**config.mk**
```make
export PLATFORM = sky130hd
export DESIGN_NAME = hsla_modulate_to_rgb
export DESIGN_NICKNAME = d
export VERILOG_FILES = /design/src/rtl/hsla_pkg.sv /design/src/rtl/hsla_ctrl.sv /design/src/rtl/hsla_dpath.sv /design/src/rtl/hsla_modulate_to_rgb.sv
export SDC_FILE = /design/constraint.sdc
export NUM_CORES = 2
export LEC_CHECK = 0
export ABC_CLOCK_PERIOD_IN_PS = 11900
export BUFFER_PORTS_ARGS = -buffer_cell sky130_fd_sc_hd__clkbuf_2
export CAP_MARGIN = 20
export CORE_MARGIN = 5
export CORE_UTILIZATION = 52
export CTS_BUF_LIST = sky130_fd_sc_hd__clkbuf_8
export DETAILED_ROUTE_END_ITERATION = 8
export PLACE_DENSITY_LB_ADDON = 0.25
export SETUP_SLACK_MARGIN = 0.05
export SYNTH_ARGS = -nofsm -noshare
export SYNTH_HDL_FRONTEND = slang
export SYNTH_SLANG_ARGS = --single-unit
export TNS_END_PERCENT = 30
```
**constraint.sdc**
```tcl
create_clock -name clock -period 11.9 [get_ports clock]
set_clock_uncertainty 0.1 [all_clocks]
set_input_delay 0 -clock clock [delete_from_list [all_inputs] [get_ports clock]]
set_output_delay 0 -clock clock [all_outputs]
set_load 0.02 [all_outputs]
```
**src/rtl/hsla_pkg.sv**
```systemverilog
// Shared types and constants for the HSLA modulation to RGB block.
// Holds field widths, register indexes, multiplier operation codes and the
// controller-to-datapath command record. No dependencies.
package hsla_pkg;

   localparam int VOLTS_W    = 17;
   localparam int CHANNELS   = 4;
   localparam int KNOB_W     = 17;
   localparam int MASK_W     = 4;
   localparam int CSR_IDX_W  = 3;
   localparam int CSR_DATA_W = 17;
   localparam int REQ_DATA_W = ((CHANNELS * VOLTS_W + 7) / 8) * 8;
   localparam int OUT_FIELDS = 7;

   // Voltage after the optional 5 V offset needs one more bit than the field.
   localparam int VADJ_W     = VOLTS_W + 1;
   // Ten volts is 40960 = 5 * 2^13 in 1/4096 V units.
   localparam int DIV_SHIFT  = 13;
   localparam int DIV_ODD    = 5;
   localparam int FIVE_VOLTS = 20480;

   localparam logic [CSR_IDX_W-1:0] CSR_HUE_KNOB   = 3'd0;
   localparam logic [CSR_IDX_W-1:0] CSR_SAT_KNOB   = 3'd1;
   localparam logic [CSR_IDX_W-1:0] CSR_LIGHT_KNOB = 3'd2;
   localparam logic [CSR_IDX_W-1:0] CSR_ALPHA_KNOB = 3'd3;
   localparam logic [CSR_IDX_W-1:0] CSR_CONNECTED  = 3'd4;
   localparam logic [CSR_IDX_W-1:0] CSR_CHAINED    = 3'd5;

   localparam logic [1:0] CH_HUE   = 2'd0;
   localparam logic [1:0] CH_SAT   = 2'd1;
   localparam logic [1:0] CH_LIGHT = 2'd2;
   localparam logic [1:0] CH_ALPHA = 2'd3;

   localparam logic [1:0] MUL_NONE  = 2'd0;
   localparam logic [1:0] MUL_TENTH = 2'd1;
   localparam logic [1:0] MUL_LS    = 2'd2;
   localparam logic [1:0] MUL_RAMP  = 2'd3;

   typedef struct packed {
      logic       load;
      logic [1:0] mul_op;
      logic [1:0] mul_idx;
      logic       fix_en;
      logic [1:0] fix_idx;
      logic       mix_en;
      logic       ramp_en;
      logic [1:0] ramp_idx;
      logic       out_load;
   } hsla_cmd_type;

endpackage

```
**src/rtl/hsla_ctrl.sv**
```systemverilog
// Sequencing controller for the HSLA modulation to RGB block.
// Steps one transaction through channel, mix and color phases and owns the
// result valid flag. Depends on hsla_pkg.
module hsla_ctrl (
   input  logic                  clock,
   input  logic                  reset,
   input  logic                  req_tvalid,
   output logic                  req_tready,
   output logic                  rsp_tvalid,
   input  logic                  rsp_tready,
   output hsla_pkg::hsla_cmd_type cmd
);
   import hsla_pkg::*;

   localparam logic [2:0] ST_IDLE  = 3'd0;
   localparam logic [2:0] ST_CHAN  = 3'd1;
   localparam logic [2:0] ST_MIX   = 3'd2;
   localparam logic [2:0] ST_COLOR = 3'd3;
   localparam logic [2:0] ST_FLUSH = 3'd4;

   localparam logic [2:0] CHAN_LAST  = 3'd4;
   localparam logic [2:0] COLOR_LAST = 3'd3;

   logic [2:0] state_ff, state_in;
   logic [2:0] cnt_ff, cnt_in;
   logic       rsp_valid_ff, rsp_valid_in;

   always_comb begin
      cmd      = '0;
      state_in = state_ff;
      cnt_in   = cnt_ff;
      case (state_ff)
         ST_IDLE: begin
            if (req_tvalid) begin
               cmd.load = 1'b1;
               state_in = ST_CHAN;
               cnt_in   = 3'd0;
            end
         end
         ST_CHAN: begin
            // Divide for channel cnt while the previous channel is finished.
            if (cnt_ff != CHAN_LAST) begin
               cmd.mul_op  = MUL_TENTH;
               cmd.mul_idx = cnt_ff[1:0];
            end else begin
               cmd.mul_op = MUL_LS;
            end
            if (cnt_ff != 3'd0) begin
               cmd.fix_en  = 1'b1;
               cmd.fix_idx = 2'(cnt_ff - 3'd1);
            end
            if (cnt_ff == CHAN_LAST) begin
               state_in = ST_MIX;
            end else begin
               cnt_in = cnt_ff + 3'd1;
            end
         end
         ST_MIX: begin
            cmd.mix_en = 1'b1;
            state_in   = ST_COLOR;
            cnt_in     = 3'd0;
         end
         ST_COLOR: begin
            if (cnt_ff != COLOR_LAST) begin
               cmd.mul_op  = MUL_RAMP;
               cmd.mul_idx = cnt_ff[1:0];
            end
            if (cnt_ff != 3'd0) begin
               cmd.ramp_en  = 1'b1;
               cmd.ramp_idx = 2'(cnt_ff - 3'd1);
            end
            if (cnt_ff == COLOR_LAST) begin
               state_in = ST_FLUSH;
            end else begin
               cnt_in = cnt_ff + 3'd1;
            end
         end
         ST_FLUSH: begin
            if (!rsp_valid_ff || rsp_tready) begin
               cmd.out_load = 1'b1;
               state_in     = ST_IDLE;
            end
         end
         default: begin
            state_in = ST_IDLE;
         end
      endcase
   end

   always_comb begin
      if (cmd.out_load) begin
         rsp_valid_in = 1'b1;
      end else if (rsp_tready) begin
         rsp_valid_in = 1'b0;
      end else begin
         rsp_valid_in = rsp_valid_ff;
      end
   end

   always_ff @(posedge clock) begin
      if (reset) begin
         state_ff     <= ST_IDLE;
         cnt_ff       <= 3'd0;
         rsp_valid_ff <= 1'b0;
      end else begin
         state_ff     <= state_in;
         cnt_ff       <= cnt_in;
         rsp_valid_ff <= rsp_valid_in;
      end
   end

   assign req_tready = (state_ff == ST_IDLE);
   assign rsp_tvalid = rsp_valid_ff;

   a_accept_starts: assert property (@(posedge clock) disable iff (reset)
      req_tvalid && req_tready |=> state_ff == ST_CHAN && cnt_ff == 3'd0)
      else $error("accepted transaction did not start the channel pass");

   a_valid_from_flush: assert property (@(posedge clock) disable iff (reset)
      $rose(rsp_tvalid) |-> $past(state_ff) == ST_FLUSH)
      else $error("result valid rose outside the flush step");

   a_load_returns_idle: assert property (@(posedge clock) disable iff (reset)
      cmd.out_load |=> rsp_tvalid && state_ff == ST_IDLE)
      else $error("result load did not present the result and return to idle");

endmodule

```
**src/rtl/hsla_dpath.sv**
```systemverilog
// Datapath for the HSLA modulation to RGB block: configuration registers,
// unipolar flags, one shared multiplier, channel, mix and ramp arithmetic and
// the result register. Driven by hsla_ctrl commands. Depends on hsla_pkg.
module hsla_dpath #(
   parameter int FRAC_BITS = 16
) (
   input  logic                                clock,
   input  logic                                reset,
   input  hsla_pkg::hsla_cmd_type              cmd,
   input  logic [hsla_pkg::REQ_DATA_W-1:0]     req_data,
   input  logic                                csr_wr_en,
   input  logic [hsla_pkg::CSR_IDX_W-1:0]      csr_index,
   input  logic [hsla_pkg::CSR_DATA_W-1:0]     csr_wdata,
   output logic [((hsla_pkg::OUT_FIELDS * (FRAC_BITS + 1) + 7) / 8) * 8 - 1:0] rsp_data
);
   import hsla_pkg::*;

   localparam int OW    = FRAC_BITS + 1;
   localparam int KW    = (OW > KNOB_W) ? OW : KNOB_W;
   localparam int NW    = VADJ_W + FRAC_BITS + 1;
   localparam int MW    = NW - DIV_SHIFT;
   localparam int XW    = MW + 2;
   localparam int PRW   = 2 * XW;
   localparam int SW    = XW + 1;
   localparam int PW    = FRAC_BITS + 3;
   localparam int RSP_W = ((OUT_FIELDS * OW + 7) / 8) * 8;

   localparam logic [OW-1:0]        ONE    = {1'b1, {FRAC_BITS{1'b0}}};
   localparam logic [OW-1:0]        HALF   = ONE >> 1;
   localparam logic signed [SW-1:0] ONE_S  = SW'(ONE);
   localparam logic [XW-1:0]        RECIP  = XW'((64'd1 << XW) / 64'd5);
   localparam logic [XW-1:0]        BIAS   = XW'(64'd5 << (MW - 1));
   localparam logic [XW-1:0]        QBIAS  = XW'(64'd1 << (MW - 1));
   localparam logic [PW-1:0]        ONE_P   = PW'(ONE);
   localparam logic [PW-1:0]        TWO_P   = PW'(2) << FRAC_BITS;
   localparam logic [PW-1:0]        THREE_P = PW'(3) << FRAC_BITS;
   localparam logic [PW-1:0]        FOUR_P  = PW'(4) << FRAC_BITS;
   localparam logic [PW-1:0]        SIX_P   = PW'(6) << FRAC_BITS;
   localparam logic signed [VOLTS_W-1:0] FIVE_V = VOLTS_W'(FIVE_VOLTS);

   localparam logic [1:0] KIND_RAMP = 2'd0;
   localparam logic [1:0] KIND_HIGH = 2'd1;
   localparam logic [1:0] KIND_LOW  = 2'd2;

   function automatic logic [OW-1:0] clamp_one(input logic signed [SW-1:0] v);
      logic [OW-1:0] r;
      if (v < 0) begin
         r = '0;
      end else if (v > ONE_S) begin
         r = ONE;
      end else begin
         r = v[OW-1:0];
      end
      return r;
   endfunction

   // Configuration registers.
   logic [KW-1:0]     knob_ff [CHANNELS];
   logic [MASK_W-1:0] connected_ff;
   logic [MASK_W-1:0] chained_ff;

   always_ff @(posedge clock) begin
      if (reset) begin
         knob_ff[CH_HUE]   <= '0;
         knob_ff[CH_SAT]   <= '0;
         knob_ff[CH_LIGHT] <= '0;
         knob_ff[CH_ALPHA] <= KW'(ONE);
         connected_ff      <= '0;
         chained_ff        <= '0;
      end else if (csr_wr_en) begin
         case (csr_index)
            CSR_HUE_KNOB:   knob_ff[CH_HUE]   <= KW'(csr_wdata);
            CSR_SAT_KNOB:   knob_ff[CH_SAT]   <= KW'(csr_wdata);
            CSR_LIGHT_KNOB: knob_ff[CH_LIGHT] <= KW'(csr_wdata);
            CSR_ALPHA_KNOB: knob_ff[CH_ALPHA] <= KW'(csr_wdata);
            CSR_CONNECTED:  connected_ff      <= csr_wdata[MASK_W-1:0];
            CSR_CHAINED:    chained_ff        <= csr_wdata[MASK_W-1:0];
            default: ;
         endcase
      end
   end

   // Input sample capture.
   logic signed [VOLTS_W-1:0] volts_ff [CHANNELS];

   always_ff @(posedge clock) begin
      if (cmd.load) begin
         for (int i = 0; i < CHANNELS; i++) begin
            volts_ff[i] <= req_data[i * VOLTS_W +: VOLTS_W];
         end
      end
   end

   // Channel front end: flag update, offset, and setup of the divide by ten.
   logic signed [VOLTS_W-1:0] raw_v;
   logic                      conn_m, chain_m, flag_new, sub_five;
   logic [VADJ_W-1:0]         v_adj;
   logic [NW-1:0]             v_ext, n_val;
   logic [MW-1:0]             m_val;
   logic [XW-1:0]             x_val;
   logic [MASK_W-1:0]         flags_ff, flags_in;
   logic [XW-1:0]             x_ff;

   always_comb begin
      raw_v   = volts_ff[cmd.mul_idx];
      conn_m  = connected_ff[cmd.mul_idx];
      chain_m = chained_ff[cmd.mul_idx];
      if (raw_v < 0) begin
         flag_new = 1'b0;
      end else if (raw_v > FIVE_V) begin
         flag_new = 1'b1;
      end else begin
         flag_new = flags_ff[cmd.mul_idx];
      end
      sub_five = !chain_m && flag_new;
      v_adj    = {raw_v[VOLTS_W-1], raw_v} - (sub_five ? VADJ_W'(FIVE_VOLTS) : '0);
      v_ext    = {{(NW - VADJ_W){v_adj[VADJ_W-1]}}, v_adj};
      // Rounded tenth: floor((v * ONE + 5 V) / (5 * 2^13)); the shift floors first.
      n_val    = (v_ext << FRAC_BITS) + NW'(FIVE_VOLTS);
      m_val    = n_val[NW-1:DIV_SHIFT];
      // Bias by a multiple of five so the reciprocal multiply sees a positive value.
      x_val    = {{(XW - MW){m_val[MW-1]}}, m_val} + BIAS;

      flags_in = flags_ff;
      if (cmd.mul_op == MUL_TENTH && conn_m && !chain_m) begin
         flags_in[cmd.mul_idx] = flag_new;
      end
   end

   always_ff @(posedge clock) begin
      if (reset) begin
         flags_ff <= '0;
      end else begin
         flags_ff <= flags_in;
      end
   end

   always_ff @(posedge clock) begin
      if (cmd.mul_op == MUL_TENTH) begin
         x_ff <= x_val;
      end
   end

   // Color ramp operand selection.
   logic [PW-1:0]   pos_ff [3];
   logic [OW-1:0]   m1_ff, m2_ff;
   logic [PW-1:0]   xp;
   logic [OW-1:0]   frac_val, d_val;
   logic [1:0]      kind_in, kind_ff;

   always_comb begin
      xp    = pos_ff[cmd.mul_idx];
      d_val = m2_ff - m1_ff;
      if (xp < ONE_P) begin
         frac_val = xp[OW-1:0];
         kind_in  = KIND_RAMP;
      end else if (xp < THREE_P) begin
         frac_val = '0;
         kind_in  = KIND_HIGH;
      end else if (xp < FOUR_P) begin
         frac_val = OW'(FOUR_P - xp);
         kind_in  = KIND_RAMP;
      end else begin
         frac_val = '0;
         kind_in  = KIND_LOW;
      end
   end

   always_ff @(posedge clock) begin
      if (cmd.mul_op == MUL_RAMP) begin
         kind_ff <= kind_in;
      end
   end

   // Shared multiplier, registered.
   logic [OW-1:0]  level_ff [CHANNELS];
   logic [XW-1:0]  mul_a, mul_b;
   logic [PRW-1:0] prod_ff, prod_ph;

   always_comb begin
      case (cmd.mul_op)
         MUL_TENTH: begin
            mul_a = x_val;
            mul_b = RECIP;
         end
         MUL_LS: begin
            mul_a = XW'(level_ff[CH_LIGHT]);
            mul_b = XW'(level_ff[CH_SAT]);
         end
         MUL_RAMP: begin
            mul_a = XW'(d_val);
            mul_b = XW'(frac_val);
         end
         default: begin
            mul_a = '0;
            mul_b = '0;
         end
      endcase
   end

   always_ff @(posedge clock) begin
      prod_ff <= mul_a * mul_b;
   end

   assign prod_ph = prod_ff + PRW'(HALF);

   // Channel back end: quotient correction, knob sum, hue wrap, clamp.
   logic [XW-1:0]        q_est, five_q, rem, q_val;
   logic signed [XW-1:0] t_val;
   logic signed [SW-1:0] t_ext, knob_ext, sum_raw, sum_w;
   logic [KW-1:0]        knob_sel;
   logic [OW-1:0]        knob_c, level_in;

   always_comb begin
      q_est    = prod_ff[PRW-1:XW];
      five_q   = (q_est << 2) + q_est;
      rem      = x_ff - five_q;
      q_val    = q_est + XW'(rem >= XW'(DIV_ODD));
      t_val    = q_val - QBIAS;
      t_ext    = {t_val[XW-1], t_val};
      knob_sel = knob_ff[cmd.fix_idx];
      knob_c   = (knob_sel > KW'(ONE)) ? ONE : knob_sel[OW-1:0];
      knob_ext = {{(SW - OW){1'b0}}, knob_c};
      sum_raw  = knob_ext + t_ext;
      sum_w    = sum_raw;
      if (cmd.fix_idx == CH_HUE) begin
         if (sum_raw < 0) begin
            sum_w = sum_raw + ONE_S;
         end else if (sum_raw > ONE_S) begin
            sum_w = sum_raw - ONE_S;
         end
      end
      if (!connected_ff[cmd.fix_idx]) begin
         level_in = knob_c;
      end else if (chained_ff[cmd.fix_idx]) begin
         level_in = clamp_one(t_ext);
      end else begin
         level_in = clamp_one(sum_w);
      end
   end

   always_ff @(posedge clock) begin
      if (cmd.fix_en) begin
         level_ff[cmd.fix_idx] <= level_in;
      end
   end

   // Mix: lightness and saturation to the two ramp levels, hue to positions.
   logic [OW-1:0]        fls, lv, sv, m2_c, m1_c, m1_v, hv;
   logic signed [SW-1:0] l_s, s_s, fls_s, m2_raw, m1_raw;
   logic [PW-1:0]        h6_raw, h6, red_p, blue_p;

   always_comb begin
      fls    = prod_ph[FRAC_BITS + OW - 1:FRAC_BITS];
      lv     = level_ff[CH_LIGHT];
      sv     = level_ff[CH_SAT];
      l_s    = {{(SW - OW){1'b0}}, lv};
      s_s    = {{(SW - OW){1'b0}}, sv};
      fls_s  = {{(SW - OW){1'b0}}, fls};
      if (lv <= HALF) begin
         m2_raw = l_s + fls_s;
      end else begin
         m2_raw = l_s + s_s - fls_s;
      end
      m2_c   = clamp_one(m2_raw);
      m1_raw = (l_s <<< 1) - {{(SW - OW){1'b0}}, m2_c};
      m1_c   = clamp_one(m1_raw);
      m1_v   = (m1_c > m2_c) ? m2_c : m1_c;

      hv     = level_ff[CH_HUE];
      h6_raw = (PW'(hv) << 2) + (PW'(hv) << 1);
      h6     = (h6_raw >= SIX_P) ? h6_raw - SIX_P : h6_raw;
      red_p  = h6 + TWO_P;
      if (red_p >= SIX_P) begin
         red_p = red_p - SIX_P;
      end
      blue_p = (h6 < TWO_P) ? h6 + FOUR_P : h6 - TWO_P;
   end

   always_ff @(posedge clock) begin
      if (cmd.mix_en) begin
         m1_ff     <= m1_v;
         m2_ff     <= m2_c;
         pos_ff[0] <= red_p;
         pos_ff[1] <= h6;
         pos_ff[2] <= blue_p;
      end
   end

   // Ramp finish: one color per step.
   logic [OW-1:0] fm, color_in;
   logic [OW:0]   ramp_sum;
   logic [OW-1:0] color_ff [3];

   always_comb begin
      fm       = prod_ph[FRAC_BITS + OW - 1:FRAC_BITS];
      ramp_sum = {1'b0, m1_ff} + {1'b0, fm};
      case (kind_ff)
         KIND_RAMP: color_in = (ramp_sum > {1'b0, ONE}) ? ONE : ramp_sum[OW-1:0];
         KIND_HIGH: color_in = m2_ff;
         default:   color_in = m1_ff;
      endcase
   end

   always_ff @(posedge clock) begin
      if (cmd.ramp_en) begin
         color_ff[cmd.ramp_idx] <= color_in;
      end
   end

   // Result register; holds while the consumer stalls.
   logic [RSP_W-1:0] rsp_data_ff;

   always_ff @(posedge clock) begin
      if (cmd.out_load) begin
         rsp_data_ff <= RSP_W'({level_ff[CH_ALPHA], level_ff[CH_LIGHT], level_ff[CH_SAT],
                                level_ff[CH_HUE], color_ff[2], color_ff[1], color_ff[0]});
      end
   end

   assign rsp_data = rsp_data_ff;

   a_levels_ordered: assert property (@(posedge clock) disable iff (reset)
      $past(cmd.mix_en) |-> m1_ff <= m2_ff)
      else $error("low ramp level exceeds high ramp level");

   a_color_in_range: assert property (@(posedge clock) disable iff (reset)
      $past(cmd.ramp_en) |-> color_ff[$past(cmd.ramp_idx)] <= ONE)
      else $error("color component above full scale");

   a_level_in_range: assert property (@(posedge clock) disable iff (reset)
      $past(cmd.fix_en) |-> level_ff[$past(cmd.fix_idx)] <= ONE)
      else $error("channel level above full scale");

   a_flags_only_on_divide: assert property (@(posedge clock) disable iff (reset)
      cmd.mul_op != MUL_TENTH |=> flags_ff == $past(flags_ff))
      else $error("unipolar flags changed outside a channel divide step");

endmodule

```
**src/rtl/hsla_modulate_to_rgb.sv**
```systemverilog
// A request transaction is accepted only while idle. Its response transaction is
// offered once the color phase is through and any earlier response is taken,
// and the next request is accepted only after that response is loaded. The
// steps come from the shared multiplier: four channel divides, one product of
// lightness and saturation and three color ramps, each a registered multiply.
// Reset (synchronous, active high) clears the sequencer, result valid and the
// unipolar flags and restores register defaults (alpha knob at full scale).
module hsla_modulate_to_rgb #(
   parameter int FRAC_BITS = 16
) (
   input  logic                               clock,
   input  logic                               reset,
   // Request channel.
   input  logic                               req_tvalid,
   output logic                               req_tready,
   // From bit 0: hue_volts[16:0], sat_volts[33:17], light_volts[50:34],
   // alpha_volts[67:51], zero fill [71:68]. All fields signed, 1/4096 V.
   input  logic [hsla_pkg::REQ_DATA_W-1:0]    req_tdata,
   // Response channel.
   output logic                               rsp_tvalid,
   input  logic                               rsp_tready,
   // From bit 0, each FRAC_BITS+1 wide: red_level, green_level, blue_level,
   // hue_level, sat_level, light_level, alpha_level, then zero fill to bytes.
   output logic [((hsla_pkg::OUT_FIELDS * (FRAC_BITS + 1) + 7) / 8) * 8 - 1:0] rsp_tdata,
   // Configuration write port.
   input  logic                               csr_wr_en,
   input  logic [hsla_pkg::CSR_IDX_W-1:0]     csr_index,
   input  logic [hsla_pkg::CSR_DATA_W-1:0]    csr_wdata
);
   import hsla_pkg::*;

   // The controller walks each transaction through three phases. In the channel
   // phase every channel is divided by ten through a reciprocal multiply and then
   // corrected, combined with its knob (chained: no knob; unconnected: knob only)
   // and clamped; the correction of one channel overlaps the multiply of the next.
   // The mix phase forms two ramp levels from lightness and saturation and the three
   // hue positions. The color phase runs the piecewise ramp for red, green and blue.
   hsla_cmd_type cmd;

   hsla_ctrl u_ctrl (
      .clock      (clock),
      .reset      (reset),
      .req_tvalid (req_tvalid),
      .req_tready (req_tready),
      .rsp_tvalid (rsp_tvalid),
      .rsp_tready (rsp_tready),
      .cmd        (cmd)
   );

   // The datapath holds the configuration registers, so writes land there
   // directly; they are expected only while no transaction is in flight.
   hsla_dpath #(
      .FRAC_BITS (FRAC_BITS)
   ) u_dpath (
      .clock     (clock),
      .reset     (reset),
      .cmd       (cmd),
      .req_data  (req_tdata),
      .csr_wr_en (csr_wr_en),
      .csr_index (csr_index),
      .csr_wdata (csr_wdata),
      .rsp_data  (rsp_tdata)
   );

endmodule
```
## After elaboration in Yosys (flattened, before gate mapping)

Memory sizes are Yosys's and may differ from the RTL's. A register that Yosys moved wholly into a read port is not among the register bits.
Cells that the tools add are included.

- Add/subtract/negate cells: 26
- Reductions and logical operators: 19
- Multipliers: 1
- Bitwise gates (word level): 4
- Mux-type cells: 97
- Magnitude comparators: 26
- Eq/ne operators: 23

Operators with widths:

| operator | number |
|---|---|
| $mux 17 | 20 |
| $mux 25 | 4 |
| $gt 25x18->1 const B | 3 |
| $lt 25x1->1 const B | 3 |
| $pmux 24 s3 | 1 |
| $pmux 22 s3 | 1 |
| $mux 19 | 3 |
| $add 17x17->18 | 3 |
| $mul 24x22->46 | 1 |
| $mux 1 | 42 |
| $ge 19x19->1 const B | 2 |
| $lt 19x18->1 const B | 2 |
| $sub 19x19->19 const B | 2 |
| $add 34x16->35 const B | 1 |
| $pmux 17 s2 | 1 |
| $add 33x16->33 const B | 1 |
| $mux 3 | 10 |
| $add 18x24->25 | 1 |
| $add 25x18->25 const B | 1 |
| $sub 25x18->25 | 1 |
| $sub 25x18->25 const B | 1 |
| $add 24x22->24 | 1 |
| $add 24x24->24 const B | 1 |
| $ge 24x3->1 const B | 1 |
| 57 further kinds | 89 |

- Output and inout bits: 122
- Logic and storage cells: 214
- Memories: 5
- Input port bits: 97
- Register bits after elaboration: 244
- Bits in writable memories: 312

Memory list:

| memory | words | width | rd ports | clocked after Yosys merged registers in | write ports | RTL line | text |
|---|---|---|---|---|---|---|---|
| u_dpath.knob_ff | 4 | 17 | 1 | 0 | 4 | hsla_dpath.sv:58 | `logic [KW-1:0] knob_ff [CHANNELS];` |
| u_dpath.level_ff | 4 | 17 | 4 | 1 | 1 | hsla_dpath.sv:176 | `logic [OW-1:0] level_ff [CHANNELS];` |
| u_dpath.volts_ff | 4 | 17 | 1 | 0 | 4 | hsla_dpath.sv:84 | `logic signed [VOLTS_W-1:0] volts_ff [CHANNELS];` |
| u_dpath.pos_ff | 3 | 19 | 1 | 0 | 3 | hsla_dpath.sv:145 | `logic [PW-1:0] pos_ff [3];` |
| u_dpath.color_ff | 3 | 17 | 3 | 3 | 1 | hsla_dpath.sv:293 | `logic [OW-1:0] color_ff [3];` |

## Logic depth before layout (Yosys ltp)

An unclocked memory read counts as a cell.

- Depth after elaboration: 16
- Mapped depth: 61
- Depth with buffers taken out: 58

## Hierarchy

A second synthesis with hierarchy kept.

- Cells, all modules: 4224
- Area, all modules: 43997.2 µm²

Modules (own cells, without submodules):

| module | cells an instance | area an instance (µm²) | times used | sequential area each (µm²) |
|---|---|---|---|---|
| hsla_dpath | 4160 | 43467.9 | 1 | 14443.9 |
| hsla_ctrl | 64 | 529.3 | 1 | 140.1 |

## Worst setup path after synthesis

OpenSTA, ideal clock, no wires.

- Path kind: reg2reg
- Start point: memory u_dpath.level_ff[2][0] in the netlist's numbering
- End point: register u_dpath.m1_ff[14] (data pin)
- Clock period less this slack: 10.852 ns
- Library setup time: 0.150 ns
- Slack: 1.048 ns
- Arrival: 10.602 ns
- Cell stages (with the launch flop): 59
- Path buffers: 3
- Required time: 11.650 ns
- Path through: edfxtp_1 ha_1 inv_1 fa_1 nor2b_1 o21ai_0 a21boi_0 o21ai_0 a21boi_0 o21ai_0 a21boi_0 o21ai_0 a21boi_0 o21a_1 nor2_1 xnor2_1 ha_1 and3_1 [... 23 more ...] clkbuf_1 nor2_1 ha_1 nor2b_1 o21a_1 o21a_1 o21a_1 o21ai_0 nand2b_1 a21oi_1 nor2b_1 o21ai_0 nand2b_1 a21oi_1 a31o_2 clkbuf_1 o211ai_1 o2bb2ai_1

RTL lines:

| element | RTL line | text |
|---|---|---|
| start, declared | hsla_dpath.sv:176 |  |
| end signal, assigned | hsla_dpath.sv:282 | `m1_ff <= m1_v;` |
| end, declared | hsla_dpath.sv:146 | `logic [OW-1:0] m1_ff, m2_ff;` |

## Worst setup path after layout

- Start point: register u_ctrl.cnt_ff[0]
- End point: register u_dpath.prod_ff[44]

- Longest elaborated chain between the ends: 14
- Elaborated cells between the ends (all ways): 35
- Classes of those cells: add/sub: 4; mul: 1; order compare: 5; eq/ne: 5; mux: 16; reduce/logical: 2; memory: 2

RTL lines:

| element | RTL line | text |
|---|---|---|
| start, declared | hsla_ctrl.sv:25 | `logic [2:0] cnt_ff, cnt_in;` |
| start signal, assigned | hsla_ctrl.sv:107 | `cnt_ff <= cnt_in;` |
| $ne 3x2->1 or $ne 3x3->1 (tied branches) | hsla_ctrl.sv:64, hsla_ctrl.sv:42 |  |
| $mux 4 or $mux 2 (tied branches) | hsla_ctrl.sv:64, hsla_ctrl.sv:42 |  |
| $pmux 4 s2 (*) | hsla_ctrl.sv:32 | `case (state_ff)` |
| $mem_v2 4x17 or $bmux 1 s2 (tied branches) | - |  |
| $gt 17x16->1 or $mux 1 (tied branches) | hsla_dpath.sv:110, hsla_dpath.sv:113 |  |
| $mux 1 | hsla_dpath.sv:110 | `end else if (raw_v > FIVE_V) begin` |
| $mux 1 | hsla_dpath.sv:108 | `if (raw_v < 0) begin` |
| $logic_and 1x1->1 | hsla_dpath.sv:115 | `sub_five = !chain_m && flag_new;` |
| $mux 15 | hsla_dpath.sv:116 | `v_adj = {raw_v[VOLTS_W-1], raw_v} - (sub_five ? VADJ_W'(FIVE_VOLTS) : '0);` |
| $sub 17x16->18 | hsla_dpath.sv:116 |  |
| $add 34x16->35 | hsla_dpath.sv:119 | `n_val = (v_ext << FRAC_BITS) + NW'(FIVE_VOLTS);` |
| $add 24x24->24 | hsla_dpath.sv:122 | `x_val = {{(XW - MW){m_val[MW-1]}}, m_val} + BIAS;` |
| $pmux 24 s3 | hsla_dpath.sv:181 | `case (cmd.mul_op)` |
| $mul 24x22->46 (*) | hsla_dpath.sv:202 | `prod_ff <= mul_a * mul_b;` |
| end signal, assigned | hsla_dpath.sv:202 |  |
| end, declared | hsla_dpath.sv:178 | `logic [PRW-1:0] prod_ff, prod_ph;` |

Every way passes the cells marked *; elsewhere a longest branch is shown, timed or not. The select of a mux whose other input is x is not followed.
A chain may end at the register's enable or synchronous reset.

==> metrics.csv <==
metric;value;unit
die_y;298;um
fin_crit;11.43;ns
clock_sinks;500;
holdPathStages;3;
cts.path.max_buffers;3;
cts_tree;yes;
grt_max_degree;75;
worstSetupEndpointType;flip-flop;
cp-start-kind;flip-flop;
grt_pass1_wl;197000;um
die_w;298;um
dr.pass1.iters;6;
ys.flop_type;edfxtp_1;
crit_type;flip-flop to flip-flop;
drive_gt1_share;11.0;%
p_clk_share;15.5;%
clk_latency;0.71;ns
status;finished clean;
r2r_slack;0.47;ns
rows;105;
numPortBuffers;213;
n_fill_cell;6856;
r2r_cells;46;
cpMaxStageDelayCell;fa_1;
syn_area;43200;sq um
p_int;0.00578;W
syn_avg_cell_area;9.99;sq um
p_sw;0.00483;W
min_path_type;input port to flip-flop;
gp_congestion;0.977;
ioPinCount;219;
max_cap_viol_count;0;
synthToLayoutAreaGrowth;15.9;%
setup_viol;0;
tightest_slew;1.10;ns
final_cell_mix;701 x inv_1, 520 x nand2_1, 450 x edfxtp_1;
power_density;212;nW/um^2
die_area;88900;sq um
critical_path_arrival;11.92;ns
drtIter0Drc;2657;
post_drt_wl_per_cell;21.3;um
path_max_fanout;17;
h-tree-depth;3;
vias;33925;
period_share;96.0;%
synth.distinct_cells;89;
worstReg2RegStart;u_ctrl.cnt_ff[0]$_SDFFE_PP0P_;
initial_core_util;52.5;%
synth-warning-count;0;
dp_slack;0.176;ns
slew_headroom;26.3;%
antenna_found_initial;2;
final_common_cell;inv_1;
netlist_instances;4320;
clock.fmax;87.5;MHz
grt_pass1_vias;34295;
rsz0062_at_grt;yes;
fin_ws;0.471;ns
clockRootBuffer;clkbuf_8;
vias_per_cell;5.65;
hold_viol;0;
dp.final_hpwl;98800;um
final_nets;5755;
slew_violations;0;
yosysSeqAreaShare;33.6;%
grt_overflow;0;
cts-buffers-inserted;84;
antenna_left;0;
power_frac_seq;20.8;%
ys_ff_latch;500;
grtUsageTotal;28.5;%
tns;0;ns
core_area;82200;sq um
max-vdd-ir-drop;0.240;mV
worst_path_most_repeated_cell;fa_1;
synth_edf_count;450;
cpPeakStageDelay;0.57;ns
wl;128000;um
worstReg2RegEnd;u_dpath.prod_ff[44]$_DFF_P_;
clkTransAtPathRegs;0.06;ns
register_area;14500;sq um
multi_input_area;26100;sq um
required;12.39;ns
route.detailed.drc;0;
p_leak;22.7;nW
synthArstFlopShare;0;%
hold_path_end;u_dpath.knob_ff[0][9]$_SDFFCE_PN0P_;
hp-start;csr_wdata[9];
p_comb_share;63.7;%
switching_share;45.5;%
## critical path, delay by kind of cell, from the launching register on
family / cells / cell delay (ns)
compound gates: 15 / 3.12
buf+inv: 7 / 0.87
simple gates: 12 / 2.01
xor+xnor: 1 / 0.13
fa+ha+maj: 11 / 4.76
flops: 1 / 0.33
## power by group through the flow
stage | Combinational (W) | Clock (W) | Sequential (W)
2_1_floorplan | 0.00494 | 0 | 0.00219
3_3_place_gp | 0.00652 | 0 | 0.00223
3_5_place_dp | 0.00661 | 0 | 0.00223
4_1_cts | 0.00671 | 0.00166 | 0.00220
5_1_grt | 0.00760 | 0.00175 | 0.00221
6_report | 0.00676 | 0.00165 | 0.00220
## worst max-delay path by stage
stage	from	end	slack, ns	depth (start not counted)
CTS	u_ctrl.cnt_ff[0]$_SDFFE_PP0P_	u_dpath.prod_ff[44]$_DFF_P_	0.15	43
global placement	u_dpath.m2_ff[0]$_DFFE_PP_	u_dpath.prod_ff[44]$_DFF_P_	0.30	40
global route	u_ctrl.cnt_ff[0]$_SDFFE_PP0P_	u_dpath.prod_ff[44]$_DFF_P_	0.04	46
floorplan	u_dpath.level_ff[2][0]$_DFFE_PP_	u_dpath.m1_ff[14]$_DFFE_PP_	1.05	58
detailed placement	u_ctrl.cnt_ff[0]$_SDFFE_PP0P_	u_dpath.prod_ff[44]$_DFF_P_	0.18	43
finish	u_ctrl.cnt_ff[0]$_SDFFE_PP0P_	u_dpath.prod_ff[44]$_DFF_P_	0.47	46
## layer usage
layer,wire (um),track usage [%]
met3,9480,4.45
met4,6380,11.9
met5,0,0
met2,61600,48.6
met1,50500,36.4
## metrics by stage
| stage | utilization, % | area (sq um) | std cells | hold WS (ns) | total power [W] |
|---|---|---|---|---|---|
| after floorplan | - | 43400 | 4375 | -0.00113 | 0.00712 |
| after global placement | 56.4 | 46400 | 5673 | 0.0771 | 0.00875 |
| after detailed placement | 56.4 | 46400 | 5675 | 0.0786 | 0.00884 |
| after CTS | 60.6 | 49900 | 5997 | 0.00386 | 0.0106 |
| after global routing | 60.8 | 50000 | 6003 | 0.0645 | 0.0116 |
| final | 60.8 | 50000 | 6004 | 0.0542 | 0.0106 |
## final cells by class
cell class | instances | share of cell area, %
multi-input cells | 3089 | 52.1
flip-flops and latches | 500 | 29.0
repair buffers | 519 | 7.68
inverters | 673 | 5.05
well taps | 1070 | 2.68
clock buffers | 88 | 2.42
clock inverters | 63 | 1.06
diodes | 2 | 0.0100
## synthesized netlist by cell type, drive strengths merged (43+ instances only)
| cell type | instances | share of area, % |
|---|---|---|
| a21o | 59 | 1.0 |
| fa | 397 | 18 |
| clkbuf | 105 | 0.91 |
| dfxtp | 50 | 2.3 |
| inv | 672 | 5.8 |
| nand2 | 521 | 4.5 |
| edfxtp | 450 | 31 |
| nor3 | 43 | 0.51 |
| xor2 | 72 | 1.5 |
| nand3 | 74 | 0.89 |
| a21oi | 212 | 2.5 |
| xnor2 | 114 | 2.3 |
| ha | 394 | 11 |
| nor2 | 279 | 2.4 |
| o21ai | 195 | 2.3 |
| and2 | 111 | 1.6 |
## state kept, by name, summed over array words and instances (netlist names), 4 cells and up
signal / flops
u_dpath.knob_ff: 68
u_dpath.connected_ff: 4
u_dpath.m1_ff: 17
rsp_tdata: 51
u_dpath.volts_ff: 68
u_dpath.chained_ff: 4
u_dpath.pos_ff: 21
u_dpath.x_ff: 19
u_dpath.flags_ff: 4
u_dpath.color_ff: 51
u_dpath.level_ff: 68
u_dpath.rsp_data: 68
u_dpath.m2_ff: 17
u_dpath.prod_ff: 31
## cells by family (layout without fill, tap and decap cells)
logic type                 after synthesis  in the layout  share of synthesized area, %
buffers and inverters                  786           1343                          6.87
and+or+nand+nor                       1260           1260                          13.6
xor gates and xnor gates               186            186                          3.79
DFF                                    500            500                          33.6
AOI/OAI and AO/OA                      747            747                          11.1
other                                    2             59                        0.0174
adders and majority gates              791            791                          29.8
muxes                                   48             48                          1.14
## repair_timing
item | in CTS | in global routing
hold buffers | 171 | 0
hold endpoints to repair | 189 | 0
buffers inserted | 0 | 3
gates resized for setup | 0 | 28
endpoints found under the setup margin | 0 | 30
No activity file was read; power rests on OpenSTA's default activity.
